[config.mk]
export PLATFORM = sky130hd
export DESIGN_NAME = adaptive_focus_score_tracker_flat
export DESIGN_NICKNAME = d
export VERILOG_FILES = /design/src/rtl/core/afst_pkg.sv /design/src/rtl/core/afst_if.sv /design/src/rtl/core/adaptive_focus_score_tracker.sv /design/src/flat_wrapper.sv
export SDC_FILE = /design/constraint.sdc
export NUM_CORES = 2
export LEC_CHECK = 0
export ABC_AREA = 1
export BUFFER_PORTS_ARGS = -buffer_cell sky130_fd_sc_hd__buf_2
export CAP_MARGIN = 15
export CORE_MARGIN = 2
export CORE_UTILIZATION = 47
export DETAILED_ROUTE_END_ITERATION = 10
export HOLD_SLACK_MARGIN = 0.06
export PLACE_DENSITY_LB_ADDON = 0.15
export SYNTH_ARGS = -nofsm -noshare
export SYNTH_HDL_FRONTEND = slang
export SYNTH_SLANG_ARGS = --single-unit
[constraint.sdc]
create_clock -name clk -period 8.7 [get_ports clk]
set_clock_uncertainty 0.05 [all_clocks]
set_input_delay 0.435 -clock clk [delete_from_list [all_inputs] [get_ports clk]]
set_output_delay 0.435 -clock clk [all_outputs]
set_load 0.01 [all_outputs]
[src/rtl/core/afst_pkg.sv]
// Package for the adaptive focus score tracker: widths, register indexes,
// mode codes and sequencer states. No dependencies.
package afst_pkg;

  localparam int unsigned ALPHA_W = 17;
  localparam int unsigned SAMPLE_W = 24;
  localparam int unsigned SCORE_W = 17;
  localparam int unsigned CFG_IDX_W = 3;
  localparam int unsigned CFG_DATA_W = 24;
  localparam int unsigned PROD_W = ALPHA_W + SAMPLE_W;
  localparam int unsigned QUOT_W = 16;
  localparam int unsigned SUM_W = 33;

  localparam logic [ALPHA_W-1:0] ONE_Q16 = 17'h10000;
  localparam logic [SAMPLE_W-1:0] ONE_Q8 = 24'd256;

  localparam logic [ALPHA_W-1:0] BOUNDS_ALPHA_RST = 17'd3277;
  localparam logic [ALPHA_W-1:0] EWM_ALPHA_RST = 17'd13107;
  localparam logic [SAMPLE_W-1:0] SHARP_START_RST = 24'd5120;
  localparam logic [SAMPLE_W-1:0] BLUR_START_RST = 24'd512;

  localparam logic [CFG_IDX_W-1:0] REG_BOUNDS_ALPHA = 3'd0;
  localparam logic [CFG_IDX_W-1:0] REG_EWM_ALPHA = 3'd1;
  localparam logic [CFG_IDX_W-1:0] REG_SHARP_START = 3'd2;
  localparam logic [CFG_IDX_W-1:0] REG_BLUR_START = 3'd3;

  typedef enum logic [1:0] {
    MODE_UPDATE = 2'd0,
    MODE_DECAY  = 2'd1,
    MODE_RESET  = 2'd2,
    MODE_NONE   = 2'd3
  } mode_t;

  typedef enum logic [9:0] {
    ST_IDLE  = 10'b00_0000_0001,
    ST_SHARP = 10'b00_0000_0010,
    ST_BLUR  = 10'b00_0000_0100,
    ST_APPLY = 10'b00_0000_1000,
    ST_PREP  = 10'b00_0001_0000,
    ST_DIV   = 10'b00_0010_0000,
    ST_MIX1  = 10'b00_0100_0000,
    ST_MIX2  = 10'b00_1000_0000,
    ST_MIX3  = 10'b01_0000_0000,
    ST_OUT   = 10'b10_0000_0000
  } state_t;

endpackage

[src/rtl/core/afst_if.sv]
// Valid/ready channel interfaces for the focus score tracker.
// Depends on afst_pkg for field widths.
interface afst_in_if;
  logic                              valid;
  logic                              ready;
  logic [1:0]                        mode;
  logic [afst_pkg::SAMPLE_W-1:0]     lap_std;

  modport source (output valid, output mode, output lap_std, input ready);
  modport sink (input valid, input mode, input lap_std, output ready);
endinterface

interface afst_out_if;
  logic                              valid;
  logic                              ready;
  logic [afst_pkg::SCORE_W-1:0]      score;

  modport source (output valid, output score, input ready);
  modport sink (input valid, input score, output ready);
endinterface

[src/rtl/core/adaptive_focus_score_tracker.sv]
// Adaptive focus score tracker: adaptive bounds, serial divider, EWMA score.
// Depends on afst_pkg and the channel interfaces in afst_if.sv.
//
// Usage: one transfer on in_ch per frame carries a mode and a sharpness sample
// (Q16.8). Every accepted item gives exactly one transfer on out_ch with the
// smoothed focus score (Q1.16, 65536 is fully sharp).
// Weights and start bounds are written through cfg_we/cfg_index/cfg_wdata;
// start bounds take effect at the next reset command; rst restores the defaults.
// Work is done by one shared 17x24 multiplier with a registered product and a
// restoring divider that retires one quotient bit a cycle, under a sequencer.
// An update runs two bound products, range set-up, 16 divide steps, two score
// products and one sum; it skips the divide steps when the sample is at or below
// the blur bound or past the full range. Decay runs one score product and the sum;
// reset and unused mode go straight to the result.
// One item at a time: in_ch.ready is high only while the sequencer is idle,
// so an item occupies the block until its score is loaded into the result register.
// The result sits in an output register; while the receiver stalls the next
// item may be taken and worked on, and its result waits until the register
// frees. rst (synchronous) reloads registers, bounds and clears the score.
module adaptive_focus_score_tracker (
  input  logic                            clk,
  input  logic                            rst,
  afst_in_if.sink                         in_ch,
  afst_out_if.source                      out_ch,
  input  logic                            cfg_we,
  input  logic [afst_pkg::CFG_IDX_W-1:0]  cfg_index,
  input  logic [afst_pkg::CFG_DATA_W-1:0] cfg_wdata
);

  // Configuration registers
  logic [afst_pkg::ALPHA_W-1:0]  bounds_alpha;
  logic [afst_pkg::ALPHA_W-1:0]  ewm_alpha;
  logic [afst_pkg::SAMPLE_W-1:0] sharp_start;
  logic [afst_pkg::SAMPLE_W-1:0] blur_start;

  // Tracker state
  logic [afst_pkg::SAMPLE_W-1:0] sharp_bound;
  logic [afst_pkg::SAMPLE_W-1:0] blur_bound;
  logic [afst_pkg::SCORE_W-1:0]  smoothed_score;

  // Item being worked on
  afst_pkg::state_t              state;
  logic                          is_update;
  logic [afst_pkg::SAMPLE_W-1:0] sample;
  logic [afst_pkg::ALPHA_W-1:0]  ba;
  logic [afst_pkg::ALPHA_W-1:0]  ea;

  // Shared multiplier and divider
  logic [afst_pkg::ALPHA_W-1:0]  mul_a;
  logic [afst_pkg::SAMPLE_W-1:0] mul_b;
  logic [afst_pkg::PROD_W-1:0]   prod;
  logic [afst_pkg::SUM_W-1:0]    acc;
  logic [afst_pkg::SUM_W-1:0]    mix_sum;
  logic [afst_pkg::SAMPLE_W-1:0] range;
  logic [afst_pkg::SAMPLE_W-1:0] rem;
  logic [afst_pkg::SAMPLE_W-1:0] rem_next;
  logic [afst_pkg::SAMPLE_W:0]   rem_sh;
  logic                          rem_ge;
  logic [afst_pkg::QUOT_W-1:0]   quot;
  logic [3:0]                    div_cnt;
  logic [afst_pkg::SCORE_W-1:0]  raw;

  // Range set-up values
  logic [afst_pkg::SAMPLE_W:0]   span;
  logic [afst_pkg::SAMPLE_W-1:0] range_next;
  logic [afst_pkg::SAMPLE_W-1:0] num;

  // Result register
  logic                          res_valid;
  logic [afst_pkg::SCORE_W-1:0]  res_score;
  logic                          res_load;

  // Saturated weights at item start
  logic [afst_pkg::ALPHA_W-1:0]  ba_sat;
  logic [afst_pkg::ALPHA_W-1:0]  ea_sat;

  assign ba_sat = (bounds_alpha > afst_pkg::ONE_Q16) ? afst_pkg::ONE_Q16 : bounds_alpha;
  assign ea_sat = (ewm_alpha > afst_pkg::ONE_Q16) ? afst_pkg::ONE_Q16 : ewm_alpha;

  assign in_ch.ready  = (state == afst_pkg::ST_IDLE);
  assign out_ch.valid = res_valid;
  assign out_ch.score = res_score;

  // Load the result register when the finished score finds it free
  assign res_load = (state == afst_pkg::ST_OUT) && (!res_valid || out_ch.ready);

  // Pick the multiplier operands for the current step
  always_comb begin
    mul_a = ba;
    mul_b = '0;
    unique case (state)
      afst_pkg::ST_SHARP: begin
        mul_a = ba;
        mul_b = (sample > sharp_bound) ? (sample - sharp_bound) : '0;
      end
      afst_pkg::ST_BLUR: begin
        mul_a = ba;
        mul_b = (sample < blur_bound) ? (blur_bound - sample) : '0;
      end
      afst_pkg::ST_MIX1: begin
        mul_a = ea;
        mul_b = {{(afst_pkg::SAMPLE_W - afst_pkg::SCORE_W){1'b0}}, raw};
      end
      afst_pkg::ST_MIX2: begin
        mul_a = afst_pkg::ONE_Q16 - ea;
        mul_b = {{(afst_pkg::SAMPLE_W - afst_pkg::SCORE_W){1'b0}}, smoothed_score};
      end
      afst_pkg::ST_IDLE, afst_pkg::ST_APPLY, afst_pkg::ST_PREP, afst_pkg::ST_DIV,
      afst_pkg::ST_MIX3, afst_pkg::ST_OUT: begin
        mul_a = ba;
        mul_b = '0;
      end
      default: begin
        mul_a = ba;
        mul_b = '0;
      end
    endcase
  end

  // Range floor at 1.0 and numerator for the divide
  always_comb begin
    span = {1'b0, sharp_bound} - {1'b0, blur_bound};
    if (span[afst_pkg::SAMPLE_W] || (span[afst_pkg::SAMPLE_W-1:0] < afst_pkg::ONE_Q8)) begin
      range_next = afst_pkg::ONE_Q8;
    end else begin
      range_next = span[afst_pkg::SAMPLE_W-1:0];
    end
    num = sample - blur_bound;
  end

  // One restoring divide step
  always_comb begin
    rem_sh   = {rem, 1'b0};
    rem_ge   = (rem_sh >= {1'b0, range});
    rem_next = rem_ge ? afst_pkg::SAMPLE_W'(rem_sh - {1'b0, range})
                      : rem_sh[afst_pkg::SAMPLE_W-1:0];
  end

  assign mix_sum = acc + prod[afst_pkg::SUM_W-1:0];

  // Register the product every cycle
  always_ff @(posedge clk) begin
    prod <= {{afst_pkg::SAMPLE_W{1'b0}}, mul_a} * {{afst_pkg::ALPHA_W{1'b0}}, mul_b};
  end

  // Configuration writes
  always_ff @(posedge clk) begin
    if (rst) begin
      bounds_alpha <= afst_pkg::BOUNDS_ALPHA_RST;
      ewm_alpha    <= afst_pkg::EWM_ALPHA_RST;
      sharp_start  <= afst_pkg::SHARP_START_RST;
      blur_start   <= afst_pkg::BLUR_START_RST;
    end else if (cfg_we) begin
      unique case (cfg_index)
        afst_pkg::REG_BOUNDS_ALPHA: bounds_alpha <= cfg_wdata[afst_pkg::ALPHA_W-1:0];
        afst_pkg::REG_EWM_ALPHA:    ewm_alpha    <= cfg_wdata[afst_pkg::ALPHA_W-1:0];
        afst_pkg::REG_SHARP_START:  sharp_start  <= cfg_wdata;
        afst_pkg::REG_BLUR_START:   blur_start   <= cfg_wdata;
        default: ;
      endcase
    end
  end

  // Result register: load a finished score, drop it once transferred
  always_ff @(posedge clk) begin
    if (rst) begin
      res_valid <= 1'b0;
      res_score <= '0;
    end else if (res_load) begin
      res_valid <= 1'b1;
      res_score <= smoothed_score;
    end else if (out_ch.ready) begin
      res_valid <= 1'b0;
    end
  end

  // Sequencer
  always_ff @(posedge clk) begin
    if (rst) begin
      state          <= afst_pkg::ST_IDLE;
      sharp_bound    <= afst_pkg::SHARP_START_RST;
      blur_bound     <= afst_pkg::BLUR_START_RST;
      smoothed_score <= '0;
    end else begin
      unique case (state)
        afst_pkg::ST_IDLE: begin
          if (in_ch.valid) begin
            sample    <= in_ch.lap_std;
            ba        <= ba_sat;
            ea        <= ea_sat;
            is_update <= (afst_pkg::mode_t'(in_ch.mode) == afst_pkg::MODE_UPDATE);
            unique case (afst_pkg::mode_t'(in_ch.mode))
              afst_pkg::MODE_UPDATE: state <= afst_pkg::ST_SHARP;
              afst_pkg::MODE_DECAY: state <= afst_pkg::ST_MIX2;
              afst_pkg::MODE_RESET: begin
                sharp_bound    <= sharp_start;
                blur_bound     <= blur_start;
                smoothed_score <= '0;
                state          <= afst_pkg::ST_OUT;
              end
              afst_pkg::MODE_NONE: state <= afst_pkg::ST_OUT;
              default: state <= afst_pkg::ST_OUT;
            endcase
          end
        end
        afst_pkg::ST_SHARP: state <= afst_pkg::ST_BLUR;
        afst_pkg::ST_BLUR: begin
          sharp_bound <= sharp_bound + prod[afst_pkg::PROD_W-2:16];
          state       <= afst_pkg::ST_APPLY;
        end
        afst_pkg::ST_APPLY: begin
          blur_bound <= blur_bound - prod[afst_pkg::PROD_W-2:16];
          state      <= afst_pkg::ST_PREP;
        end
        afst_pkg::ST_PREP: begin
          range   <= range_next;
          rem     <= num;
          quot    <= '0;
          div_cnt <= '0;
          // Sample at or below the blur bound, or past the full range
          if (sample <= blur_bound) begin
            raw   <= '0;
            state <= afst_pkg::ST_MIX1;
          end else if (num >= range_next) begin
            raw   <= afst_pkg::ONE_Q16;
            state <= afst_pkg::ST_MIX1;
          end else begin
            state <= afst_pkg::ST_DIV;
          end
        end
        afst_pkg::ST_DIV: begin
          rem     <= rem_next;
          quot    <= {quot[afst_pkg::QUOT_W-2:0], rem_ge};
          div_cnt <= div_cnt + 4'd1;
          if (div_cnt == 4'(afst_pkg::QUOT_W - 1)) begin
            raw   <= {1'b0, quot[afst_pkg::QUOT_W-2:0], rem_ge};
            state <= afst_pkg::ST_MIX1;
          end
        end
        afst_pkg::ST_MIX1: state <= afst_pkg::ST_MIX2;
        afst_pkg::ST_MIX2: begin
          acc   <= is_update ? prod[afst_pkg::SUM_W-1:0] : '0;
          state <= afst_pkg::ST_MIX3;
        end
        afst_pkg::ST_MIX3: begin
          smoothed_score <= mix_sum[afst_pkg::SUM_W-1:16];
          state          <= afst_pkg::ST_OUT;
        end
        afst_pkg::ST_OUT: begin
          // Hold until the result register is free
          if (res_load) begin
            state <= afst_pkg::ST_IDLE;
          end
        end
        default: state <= afst_pkg::ST_IDLE;
      endcase
    end
  end

endmodule

[src/flat_wrapper.sv]
// flat-port wrapper written by rule: the top's interface ports become plain ports
module adaptive_focus_score_tracker_flat 
  (clk, rst, cfg_we, cfg_index, cfg_wdata, in_ch_valid, in_ch_mode, in_ch_lap_std, in_ch_ready, out_ch_valid, out_ch_score, out_ch_ready);
  afst_in_if in_ch_i ();
  afst_out_if out_ch_i ();
  input  logic clk;
  input  logic rst;
  input  logic cfg_we;
  input  logic [afst_pkg::CFG_IDX_W-1:0] cfg_index;
  input  logic [afst_pkg::CFG_DATA_W-1:0] cfg_wdata;
  input wire logic [$bits(in_ch_i.valid)-1:0] in_ch_valid;
  input wire logic [$bits(in_ch_i.mode)-1:0] in_ch_mode;
  input wire logic [$bits(in_ch_i.lap_std)-1:0] in_ch_lap_std;
  output wire logic [$bits(in_ch_i.ready)-1:0] in_ch_ready;
  output wire logic [$bits(out_ch_i.valid)-1:0] out_ch_valid;
  output wire logic [$bits(out_ch_i.score)-1:0] out_ch_score;
  input wire logic [$bits(out_ch_i.ready)-1:0] out_ch_ready;
  assign in_ch_i.valid = in_ch_valid;
  assign in_ch_i.mode = in_ch_mode;
  assign in_ch_i.lap_std = in_ch_lap_std;
  assign in_ch_ready = in_ch_i.ready;
  assign out_ch_valid = out_ch_i.valid;
  assign out_ch_score = out_ch_i.score;
  assign out_ch_i.ready = out_ch_ready;
  adaptive_focus_score_tracker u_core (.clk(clk), .rst(rst), .in_ch(in_ch_i), .out_ch(out_ch_i), .cfg_we(cfg_we), .cfg_index(cfg_index), .cfg_wdata(cfg_wdata));
endmodule
## Word level (Yosys, flattened, before mapping)

Cells that the tools add are included.

| word-level totals | value |
|---|---|
| logic and storage cells | 119 |
| flip-flop bits (word level) | 391 |
| output and inout bits | 19 |
| bits of input ports | 58 |

| cells by class | value |
|---|---|
| reductions and logical operators | 25 |
| $lt $le $gt $ge | 8 |
| add/subtract/negate cells | 10 |
| muxes and demuxes | 31 |
| bitwise gates (word level) | 1 |
| equal/unequal tests | 22 |
| $mul | 1 |

Operators by type and width:

| cell | number |
|---|---|
| $mux 24 | 8 |
| $pmux 24 s2 | 3 |
| $sub 24x24->24 | 5 |
| $pmux 17 s2 | 3 |
| $pmux 10 s10 | 1 |
| $pmux 24 s4 | 1 |
| $mux 17 | 5 |
| $mul 17x24->40 | 1 |
| $mux 10 | 4 |
| $gt 17x17->1 const B | 2 |
| $add 33x33->33 | 1 |
| $pmux 10 s3 | 1 |
| $pmux 15 s2 | 1 |
| $ge 25x24->1 | 1 |
| $sub 24x24->25 | 1 |
| $add 24x24->24 | 1 |
| $ge 24x24->1 | 1 |
| $gt 24x24->1 | 1 |
| $le 24x24->1 | 1 |
| $lt 24x24->1 | 1 |
| $lt 24x9->1 const B | 1 |
| $sub 17x17->17 const A | 1 |
| $reduce_and 3->1 | 5 |
| $reduce_and 2->1 | 7 |
| 31 further kinds | 41 |

## Longest topological paths before layout

| logic depth | value |
|---|---|
| depth in word-level cells | 8 |
| gate-level depth with buffers | 42 |
| gate-level depth less buffers | 41 |

## Worst setup path before layout

No wires, ideal clock.

| timing path | value |
|---|---|
| path kind | reg2reg |
| start point | register u_core.sample[0] in the netlist's numbering |
| end point | register u_core.prod[30] in the netlist's numbering |
| path slack | 1.651 ns |
| required time | 8.538 ns |
| arrival | 6.886 ns |
| setup time | 0.112 ns |
| period minus slack after synthesis | 7.049 ns |
| path buffers | 2 |
| cell stages (with the launch flop) | 39 |
| cells stage by stage | edfxtp_1 -> inv_1 -> ha_1 -> inv_1 -> fa_1 -> nand3_1 -> nand2_1 -> nand2_1 -> nand2_1 -> nand2_1 -> nand3_2 -> nor2_2 -> buf_6 -> a31oi_2 -> o21ai_2 -> buf_4 -> nand2_1 -> fa_1 -> (+3 left out) -> fa_1 -> inv_1 -> fa_1 -> fa_1 -> inv_1 -> fa_1 -> inv_1 -> ha_1 -> a21oi_1 -> o21ai_0 -> a21oi_1 -> nand2_1 -> a21oi_1 -> o21ai_0 -> nand2_1 -> nand2_1 -> nand2_1 -> nand2_1 |

| between the ends | value |
|---|---|
| word-level cells in the longest chain between the ends | 4 |
| elaborated cells on any way between the ends | 8 |
| classes of those cells | add/sub: 2; mul: 1; order compare: 2; mux: 3 |

RTL lines:

| element | RTL line | text |
|---|---|---|
| from (decl) | adaptive_focus_score_tracker.sv:44 | `logic [afst_pkg::SAMPLE_W-1:0] sample;` |
| from (signal assigned) | adaptive_focus_score_tracker.sv:188 | `sample <= in_ch.lap_std;` |
| $sub 24x24->24 (tied with other cells) | adaptive_focus_score_tracker.sv:98 | `mul_b = (sample < blur_bound) ? (blur_bound - sample) : '0;` |
| $mux 24, on equally long branches | adaptive_focus_score_tracker.sv:98, adaptive_focus_score_tracker.sv:94 |  |
| $pmux 24 s4 (*) | adaptive_focus_score_tracker.sv:91 | `unique case (state)` |
| $mul 17x24->40 (*) | adaptive_focus_score_tracker.sv:143 | `prod <= {{afst_pkg::SAMPLE_W{1'b0}}, mul_a} * {{afst_pkg::ALPHA_W{1'b0}}, mul_b};` |
| to (signal assigned) | adaptive_focus_score_tracker.sv:143 |  |
| to (decl) | adaptive_focus_score_tracker.sv:51 | `logic [afst_pkg::PROD_W-1:0] prod;` |

Every way passes the cells marked *; elsewhere a longest branch is shown, timed or not.
A chain may end at the register's enable or synchronous reset.

## Final worst setup path

| timing path | value |
|---|---|
| start point | register u_core.blur_bound[0] in the netlist's numbering |
| end point | register u_core.prod[31] in the netlist's numbering |

| between the ends | value |
|---|---|
| word-level cells in the longest chain between the ends | 4 |
| elaborated cells on any way between the ends | 5 |
| classes of those cells | add/sub: 1; mul: 1; order compare: 1; mux: 2 |

RTL lines:

| element | RTL line | text |
|---|---|---|
| from (decl) | adaptive_focus_score_tracker.sv:38 | `logic [afst_pkg::SAMPLE_W-1:0] blur_bound;` |
| from (signal assigned) | adaptive_focus_score_tracker.sv:182 | `blur_bound <= afst_pkg::BLUR_START_RST;` |
| from (signal assigned) | adaptive_focus_score_tracker.sv:197 | `blur_bound <= blur_start;` |
| from (signal assigned) | adaptive_focus_score_tracker.sv:212 | `blur_bound <= blur_bound - prod[afst_pkg::PROD_W-2:16];` |
| $sub 24x24->24 / $lt 24x24->1 (equally long branches) | adaptive_focus_score_tracker.sv:98 |  |
| $mux 24 (*) | adaptive_focus_score_tracker.sv:98 |  |
| $pmux 24 s4 (*) | adaptive_focus_score_tracker.sv:91 |  |
| $mul 17x24->40 (*) | adaptive_focus_score_tracker.sv:143 |  |

Marks and branches as above.

==> results.yml <==
sta:
  tightest_slew_ns: 1.18
  fmax_mhz: 120
  rsz0062_at_grt: "no"
  period_minus_slack_ns: 8.33
  final.period_utilization_pct: 95.8
  fin_setup_tns_ns: 0
  slew_viol_final: 0
  relSlewSlack_pct: 20.8
  finalHoldViolCount: 0
  finalSetupViolCount: 0
finish:
  fin_util_pct: 51.7
  fin_nets: 6642
  final_layout_size_suffix_gt1_share_pct: 6.43
  mostFrequentLayoutCell: "nand2_1"
  diodes: 0
  syn_to_final_growth_pct: 8.81
  layout_common_cells: "nand2_1, inv_1, nor2_1"
synthesis:
  syn_nets: 6555
  yosysUniqueCellTypes: 68
  ys_seq_area_share_pct: 22.9
  ys_seq_elements: 391
  syn_inst: 5829
  syn-cell-area_um2: 42000
  avgSynthCellArea_um2: 7.20
  synth_compound_area_share_pct: 11.2
  synth_edf_count: 176
  async_flop_share_pct: 0
  synth_adder_area_share_pct: 25.9
  yosys.area_share.xor_xnor_pct: 2.57
  synthSimpleGateAreaFrac_pct: 24.7
  synth_top_family_by_area: "adder cells"
  muxShareOfSynthArea_pct: 0
  yosys_warnings: 0
  ys.flop_type: "dfxtp_1"
detailed_routing:
  wirelength_um: 144000
  vias: 38492
  via_per_inst: 5.41
  drc: 0
  wl_per_cell_um: 20.3
  drtPass1Iterations: 6
  drt_iter0_drc: 3487
  ant_nets: 0
clocking:
  clk_latency_ns: 0.61
  ctsLongestPathBuffers: 3
  cts.clk_slew.worst_paths_ns: 0.07
  cts_tree: "built"
  h-tree-depth: 2
  clockRootBuffer: "clkbuf_16"
  numCtsBuffers: 44
  numClockSinks: 391
global_routing:
  grt_max_degree: 77
  grt_pass1_wl_um: 219000
  grt_antenna_before_repair: 2
  first_global_vias: 36590
  grt.total_usage_pct: 31.5
  grt_overflow: 0
setup_path:
  cpMaxStageDelayCell: "fa_1"
  arrival_ns: 8.78
  max_stage_delay_ns: 0.58
  cp-start-kind: "flop"
  path_class: "flop to flop"
  worst-path-max-fanout: 16
  crit_required_ns: 9.15
  crit_path_frequent_cell: "inv_1"
  r2r_start: "u_core.blur_bound[0]$_SDFFE_PP0P_"
  crit_path_end_kind: "flop"
  crit_start: "u_core.blur_bound[0]$_SDFFE_PP0P_"
floorplanning:
  num_rows: 109
  die_h_um: 303
  floorplan.initialDensity_pct: 47.5
  die_area_um2: 91700
  die_x_um: 303
  pin_count: 77
  core_area_um2: 88400
power:
  ir_drop_mv: 0.157
  p_leak_nw: 23.3
  power_density_nw_per_um2: 165
place:
  place.gp.congestion: 1.05
  numPortBuffers: 76
  hpwl_um: 120000
outcome:
  status: "finished clean"
hold_path:
  hp-start: "cfg_wdata[10]"
  hold_class: "input port to flop"
run:
  drv_cap: 0
-- critical path, delay by kind of cell, from the launching register on --
kind            cells  cell delay (ns)
fa+ha+maj           9             3.97
simple gates       11             1.61
xor+xnor            2             0.61
buf+inv             9             0.87
flops               1             0.31
compound gates      4             0.82
-- power breakdown --
| group | switching, mW | total (mW) | leakage (nW) | internal [mW] |
|---|---|---|---|---|
| clock network | 0.827 | 2.01 | 0.765 | 1.18 |
| registers | 0.150 | 2.22 | 3.35 | 2.07 |
| logic | 2.24 | 3.30 | 19.2 | 1.06 |
| total | 3.22 | 7.52 | 23.3 | 4.30 |
-- final cells by class --
type / instances / area, um2
fillers: 8911 / 42700
clock buffers: 62 / 1360
inverters: 1205 / 4530
flip-flops and latches: 391 / 9590
well taps: 1165 / 1460
repair buffers: 194 / 1380
multi-input cells: 4080 / 27100
clock inverters: 20 / 189
-- path summary, 6_finish.rpt --
check / slack, ns / end / depth (start not counted)
setup / recovery: 0.37 / u_core.prod[31]$_DFF_P_ / 35
hold / removal: 0.09 / u_core.sharp_start[10]$_SDFFE_PP1P_ / 3
setup reg to reg: 0.37 / u_core.prod[31]$_DFF_P_ / 35
hold reg to reg: 0.41 / u_core.blur_start[11]$_SDFFE_PP0P_ / 2
-- metal layers --
layer	global-route usage (%)	vias up	wire length, um	part of all wire (%)
met1	46.2	18391	66000	46
met5	0	-	27	0.019
met4	9.57	4	5000	3.5
li1	-	18464	-	-
met3	4.60	239	11600	8.1
met2	48.1	1394	61600	43
-- per-stage QoR --
step           setup WS (ns)  hold slack, ns  total power [mW]  area (um2)  instances
4_1_cts                0.113          0.0665              7.46       45500       7113
2_1_floorplan           1.65           0.379              4.42       42000       5829
3_5_place_dp           0.171           0.395              5.44       43700       7002
5_1_grt               0.0214           0.101              7.98       45600       7117
6_report               0.368          0.0919              7.52       45600       7117
3_3_place_gp           0.132           0.385              5.42       43700       7002
-- sequential cells by signal (all words and copies together) (netlist names), 24 cells and up --
| signal | count |
|---|---|
| u_core.acc | 33 |
| u_core.blur_bound | 24 |
| u_core.blur_start | 24 |
| u_core.prod | 40 |
| u_core.range | 24 |
| u_core.rem | 24 |
| u_core.sample | 24 |
| u_core.sharp_bound | 24 |
| u_core.sharp_start | 24 |
-- synth_stat cells (12+ instances only) --
| cell | n | area share, % |
|---|---|---|
| inv_1 | 1174 | 11 |
| edfxtp_1 | 176 | 13 |
| nand3_1 | 247 | 2.9 |
| o211ai_1 | 33 | 0.59 |
| nor4_1 | 21 | 0.31 |
| nand2_2 | 12 | 0.18 |
| xor2_1 | 86 | 1.8 |
| nand3_2 | 16 | 0.38 |
| xnor2_1 | 37 | 0.77 |
| nor3_1 | 49 | 0.58 |
| dfxtp_1 | 215 | 10 |
| a21oi_1 | 364 | 4.3 |
| fa_1 | 335 | 16 |
| nand4_1 | 77 | 1.1 |
| nand3b_1 | 30 | 0.54 |
| ha_1 | 333 | 9.9 |
| o21ai_1 | 19 | 0.23 |
| o21bai_1 | 28 | 0.50 |
| a21o_1 | 29 | 0.52 |
| a31oi_1 | 24 | 0.36 |
| nor2_1 | 532 | 4.8 |
| buf_2 | 55 | 0.66 |
| o21ai_0 | 266 | 3.2 |
| nand2_1 | 1415 | 13 |
| buf_4 | 25 | 0.45 |
| inv_2 | 26 | 0.23 |
| or2_2 | 21 | 0.31 |
| clkbuf_1 | 56 | 0.50 |
-- cells by family after synthesis --
group                      count (synthesis)
AOI/OAI and AO/OA                        831
buffers and inverters                   1358
xor gates and xnor gates                 123
adders and majority gates                668
and+or+nand+nor                         2458
DFF                                      391
-- what timing repair did --
action                     4_1_cts  5_1_grt
buffers inserted                 0        2
setup endpoints to repair        0       19
resized for setup                0       17
hold endpoints to repair        34        0
hold buffers                    29        0
Power figures use the tool's default switching activity.
